### config.mk
export PLATFORM = sky130hd
export DESIGN_NAME = ffg_freq_gen
export DESIGN_NICKNAME = d
export VERILOG_FILES = /design/src/hdl/ffg_pkg.sv /design/src/hdl/ffg_freq_gen.sv
export SDC_FILE = /design/constraint.sdc
export NUM_CORES = 2
export LEC_CHECK = 0
export BUFFER_PORTS_ARGS = -buffer_cell sky130_fd_sc_hd__buf_2
export CAP_MARGIN = 40
export CORE_MARGIN = 10
export CORE_UTILIZATION = 30
export DETAILED_ROUTE_END_ITERATION = 10
export GPL_TIMING_DRIVEN = 1
export HOLD_SLACK_MARGIN = 0.12
export SLEW_MARGIN = 20
export SYNTH_ARGS = -nofsm -noshare
export SYNTH_HDL_FRONTEND = slang
export SYNTH_SLANG_ARGS = --single-unit
### constraint.sdc
create_clock -name clk -period 31.2 [get_ports clk]
set_input_delay 9.36 -clock clk [delete_from_list [all_inputs] [get_ports clk]]
set_output_delay 9.36 -clock clk [all_outputs]
set_load 0.005 [all_outputs]
### src/hdl/ffg_pkg.sv
// Shared constants and types of the Fourier feature generator.
package ffg_pkg;

  // Feature sizes and formats.
  localparam int MAX_HALF_DIM = 64;
  localparam int OUT_WIDTH    = 16;
  localparam int IDX_W        = $clog2(MAX_HALF_DIM);
  localparam int HD_W         = 7;
  localparam int VAL_W        = 17;
  localparam int FREQ_W       = 32;
  localparam int RATIO_W      = 32;
  localparam int PHASE_W      = 32;
  localparam int CFG_W        = 32;
  localparam int CFG_IDX_W    = 2;

  // Quarter-sine arithmetic: Q30 values with headroom up to about 1.6.
  localparam int QW        = 31;
  localparam int QS_STAGES = 6;
  localparam logic [QW-1:0] Q30_ONE = QW'(1073741824);
  localparam logic [QW-1:0] SC9     = QW'(172272);
  // Horner coefficients in order of use: x^7, x^5, x^3 and x^1 terms.
  localparam logic [QW-1:0] HORNER_C [1:4] = '{
    QW'(5026995), QW'(85569306), QW'(693598668), QW'(1686629713)
  };

  // Configuration register indexes.
  typedef enum logic [CFG_IDX_W-1:0] {
    CFG_FREQ_START = 2'd0,
    CFG_FREQ_RATIO = 2'd1,
    CFG_HALF_DIM   = 2'd2
  } cfg_index_t;

  // Quadrant of the phase, from its top two bits.
  typedef enum logic [1:0] {
    QUAD_0 = 2'd0,
    QUAD_1 = 2'd1,
    QUAD_2 = 2'd2,
    QUAD_3 = 2'd3
  } quad_t;

  // One frequency step leaving the generator.
  typedef struct packed {
    logic              valid;
    logic [VAL_W-1:0]  val;
    logic [FREQ_W-1:0] freq;
    logic [IDX_W-1:0]  idx;
    logic              last;
  } ffg_item_t;

  // Side data that travels beside the sine pipelines.
  typedef struct packed {
    quad_t            quad;
    logic [IDX_W-1:0] idx;
    logic             last;
  } ffg_tag_t;

endpackage

### src/hdl/ffg_freq_gen.sv
// Frequency sequencer: holds one input value and steps through its frequencies.
module ffg_freq_gen import ffg_pkg::*; (
  input  logic               clk,
  input  logic               rst,
  input  logic               en,
  input  logic               in_valid,
  output logic               in_ready,
  input  logic [VAL_W-1:0]   value,
  input  logic [FREQ_W-1:0]  freq_start,
  input  logic [RATIO_W-1:0] freq_ratio,
  input  logic [HD_W-1:0]    half_dim,
  output ffg_item_t          item
);

  logic                      busy;
  logic [VAL_W-1:0]          val;
  logic [FREQ_W-1:0]         freq;
  logic [IDX_W-1:0]          idx;
  logic [IDX_W-1:0]          nlast;
  logic [IDX_W-1:0]          nlast_next;
  logic [FREQ_W-1:0]         freq_next;
  logic [FREQ_W+RATIO_W-1:0] prod;
  logic [FREQ_W+RATIO_W-1:0] rounded;
  logic                      is_last;
  logic                      take;

  // Index of the final frequency, from half_dim clamped to 1..MAX_HALF_DIM.
  always_comb begin
    if (half_dim == '0) begin
      nlast_next = '0;
    end else if (half_dim > HD_W'(MAX_HALF_DIM)) begin
      nlast_next = IDX_W'(MAX_HALF_DIM - 1);
    end else begin
      nlast_next = IDX_W'(half_dim - HD_W'(1));
    end
  end

  // Next frequency: UQ16.16 times UQ8.24, rounded, saturated to 32 bits.
  assign prod    = freq * freq_ratio;
  assign rounded = prod + (FREQ_W+RATIO_W)'(1 << 23);
  always_comb begin
    if (|rounded[FREQ_W+RATIO_W-1:FREQ_W+24]) begin
      freq_next = '1;
    end else begin
      freq_next = rounded[FREQ_W+23:24];
    end
  end

  // A new value is taken when the slot is free or its final step leaves now.
  assign is_last  = (idx == nlast);
  assign in_ready = en && (!busy || is_last);
  assign take     = in_valid && in_ready;

  always_ff @(posedge clk) begin
    if (rst) begin
      busy <= 1'b0;
    end else if (take) begin
      busy <= 1'b1;
    end else if (en && busy && is_last) begin
      busy <= 1'b0;
    end
  end

  // Step state; the value and count load on a new beat.
  always_ff @(posedge clk) begin
    if (take) begin
      val   <= value;
      freq  <= freq_start;
      idx   <= '0;
      nlast <= nlast_next;
    end else if (en && busy) begin
      idx  <= idx + IDX_W'(1);
      freq <= freq_next;
    end
  end

  assign item.valid = busy;
  assign item.val   = val;
  assign item.freq  = freq;
  assign item.idx   = idx;
  assign item.last  = is_last;

endmodule

After elaboration in Yosys (flattened, before gate mapping)
Cells that the tools add are included.
- flip-flop bits (word level): 62
- output and inout port bits: 58
- logic and storage cells: 27
- add/sub/neg operators: 3
- $mul: 1
- order comparisons: 1
- equality and inequality tests: 1
- muxes and demuxes: 6
- reductions and logical operators: 10
- operators with widths (operator ; count):
    32-bit 2-to-1 mux ; 3
    64-bit by 24-bit adder with 64-bit output, second input constant ; 1
    32-bit by 32-bit multiplier with 64-bit output ; 1
    8-bit OR reduction ; 1
    7-bit > comparator, second input constant ; 1
    7-bit zero test ; 1
    6-bit by 1-bit adder with 6-bit output, second input constant ; 1
    6-bit == test ; 1
    6-bit 2-to-1 mux ; 1
    6-bit by 1-bit subtractor with 6-bit output, second input constant ; 1
    1-bit logical AND ; 4
    2-bit nonzero test ; 2
    1-bit 2-to-1 mux ; 2
    1-bit zero test ; 1
    1-bit logical OR ; 1

Depth between registers and ports, before layout
- depth in word-level cells: 6
- mapped depth: 29

Least setup slack after synthesis
OpenSTA, ideal clock, no wires.
- path type: input -> output
- start: input port en
- end: output port in_ready
- data arrival time: 9517 ps
- slack: 12323 ps
- stages on the path: 2
- path buffers: 0
- cells stage by stage: inv_1 -> a21oi_1
- longest elaborated chain between the ends: 1
- RTL lines (element ; RTL line ; RTL):
    start, declared ; ffg_freq_gen.sv:5 ; input logic en,
    1-bit logical AND ; ffg_freq_gen.sv:51 ; assign in_ready = en && (!busy || is_last);
    end, declared ; ffg_freq_gen.sv:7 ; output logic in_ready,
Every way passes these cells.

Worst setup path in the final report
Same ends and word-level chain as after synthesis.

==> results.py <==
metrics = {
    "outcome": {
        "status": "complete, no violations",
    },
    "synth": {
        "synthArstFlopShare": 0,
        "synthDistinctLibCells": 64,
        "syn_nets": 5199,
        "synthCells": 3923,
        "ys_ff_latch": 62,
        "synthTopCellsByArea": "fa_1 (50%), and2_1 (11%), ha_1 (9.9%)",
        "yosysMostFrequentCell": "fa_1",
        "synth_top_area_frac": 0.496,
        "avgSynthCellArea_um2": 9.23,
        "yosysTopAreaCell": "fa_1",
        "yosys_warnings": 0,
        "syn_area_um2": 36200,
        "synth_flop_cell": "edfxtp_1",
        "synthTopCellsByCount": "fa_1 (897), inv_1 (891), and2_1 (658)",
        "synth_edf_count": 55,
        "seq_area_frac_synth": 0.0495,
    },
    "timing": {
        "hold_violations": 0,
        "slew_viol_final": 0,
        "whs_ps": 523,
        "fin_skew_ps": 6.31,
        "slew_headroom": 0.404,
        "fin_crit_ps": 19140,
        "setup_viol": 0,
        "tightestPinTransition_ps": 884,
        "fin_setup_tns_ps": 0,
        "fmax_ghz": 0.0523,
        "rsz0062_at_grt": "no",
        "post-route-period-util": 0.613,
    },
    "setup_path": {
        "path_class": "in2out",
        "cpPeakStageDelay_ps": 130,
        "cp.arrival_ps": 9780,
        "slowest_stage": "buf_2",
        "cpMostUsedCell": "buf_2",
        "cp-start-kind": "input pin",
        "cp_cell_sequence": "buf_2 -> inv_1 -> a21oi_1 -> buf_2",
        "rr_worst_depth": 23,
        "required_ps": 21840,
        "worstSetupEndpointType": "output pin",
        "path_max_fanout": 4,
    },
    "clock_tree": {
        "cts_setup_buffers": 0,
        "cts_root_buffer": "clkbuf_16",
        "clockBufferDepth": 2,
        "cts_resized": 0,
        "cts_buffers": 9,
        "cts.sinks": 62,
        "worstSkewPairLatency_ps": 320,
        "cts_tree": "done",
        "cts_hold_buf": 0,
        "cts_max_level": 3,
        "clk_pin_slew_ps": 60,
    },
    "placement": {
        "hpwl_um": 79700,
        "gp_congestion": 0.900,
        "port_buffers": 149,
    },
    "floorplan": {
        "initial_utilization": 0.302,
        "coreArea_um2": 120000,
        "dieArea_um2": 135000,
        "ioPinCount": 150,
        "rows": 127,
        "die_y_um": 367,
        "die-width_um": 367,
    },
    "drt": {
        "num_vias": 26105,
        "antenna_left": 0,
        "firstDrtPassIters": 5,
        "routed_wl_um": 101000,
        "drcViolationCount": 0,
        "routedWlPerCell_um": 18.4,
        "drt_first_iter_violations": 1532,
        "routed_via_density": 4.73,
    },
    "grt": {
        "antenna_found_initial": 14,
        "grt_start_max_net_pins": 36,
        "met2_usage": 0.271,
        "met1_usage": 0.198,
        "track_usage": 0.153,
        "grt_pass1_vias": 28931,
        "met3_usage": 0.0173,
        "grt_remaining_overflow": 0,
        "grt.busiest_layer": "met2",
        "grt_pass1_wl_um": 165000,
    },
    "flow_run": {
        "drv_cap": 0,
    },
    "final_layout": {
        "drive_above_1_share": 0.0569,
        "area_growth_pct": 7.10,
        "nNetsFinal": 5176,
    },
    "hold_path": {
        "worstHoldPathCells": 2,
        "hold_class": "reg2reg",
    },
}
-- placed cells by master, fill, tap and decap left out, types with 29 or more instances in the layout --
master,Yosys,routed
buf_2,5,150
nor2_1,68,68
and2_1,658,658
inv_1,891,891
edfxtp_1,55,55
xor2_1,29,29
fa_1,897,897
o21ai_0,47,47
buf_4,3,37
ha_1,287,287
nand2_1,437,437
a21oi_1,100,100
-- sequential cells by signal, summed over array words and instances (netlist names) --
register,cells
freq,32
val,17
idx,6
nlast,6
busy,1
-- area by class of cell --
type                    instances  area [µm²]
fillers                     12580       81200
repair buffers                193        1140
well taps                    1612        2020
inverters                     891        3340
diodes                          3        7.51
clock buffers                  11         254
flip-flops and latches         62        1790
multi-input cells            2743       30200
clock inverters                 5        40.0
-- critical path, delay by kind of cell --
family | cells | cell delay, ps
AO/OA/AOI/OAI | 1 | 120
buffers and inverters | 3 | 290
-- per-stage QoR --
stage          cells  utilization  setup slack, ps  cell area (µm²)
6_report        5520        0.323            12060            38800
5_1_grt         5518        0.323            12050            38800
4_1_cts         5515        0.323            12080            38800
3_5_place_dp    5499        0.321            12090            38500
3_3_place_gp    5494        0.320            12040            38400
2_1_floorplan   3923            -            12320            36200
-- per-layer routing --
layer / routed length, µm / part of all wire / vias to the layer above
met2: 51400 / 0.51 / 681
met1: 42900 / 0.42 / 13823
met3: 4810 / 0.047 / 149
met5: 39 / 0.00038 / -
met4: 2220 / 0.022 / 4
li1: - / - / 11448
-- kinds of logic (layout without fill, tap and decap cells) --
group,after synthesis,in the layout,synth area share
AOI/OAI and AO/OA,252,252,0.0439
xor gates and xnor gates,54,54,0.0131
adders and majority gates,1185,1185,0.595
buffers and inverters,1118,1100,0.117
DFF,62,62,0.0495
muxes,2,2,0.000622
other,0,3,0
and+or+nand+nor,1250,1250,0.181
-- path summary, 6_finish.rpt --
kind	start	endpoint	slack [ps]
setup reg to reg	freq[27]	freq[9]	21540
hold reg to reg	idx[1]	idx[1]	520
setup / recovery	en	in_ready	12060
hold / removal	idx[1]	idx[1]	520
Power is left out: the tool's default activity adds up to more than one toggle a clock period on the data nets, which glitch-free logic cannot reach.
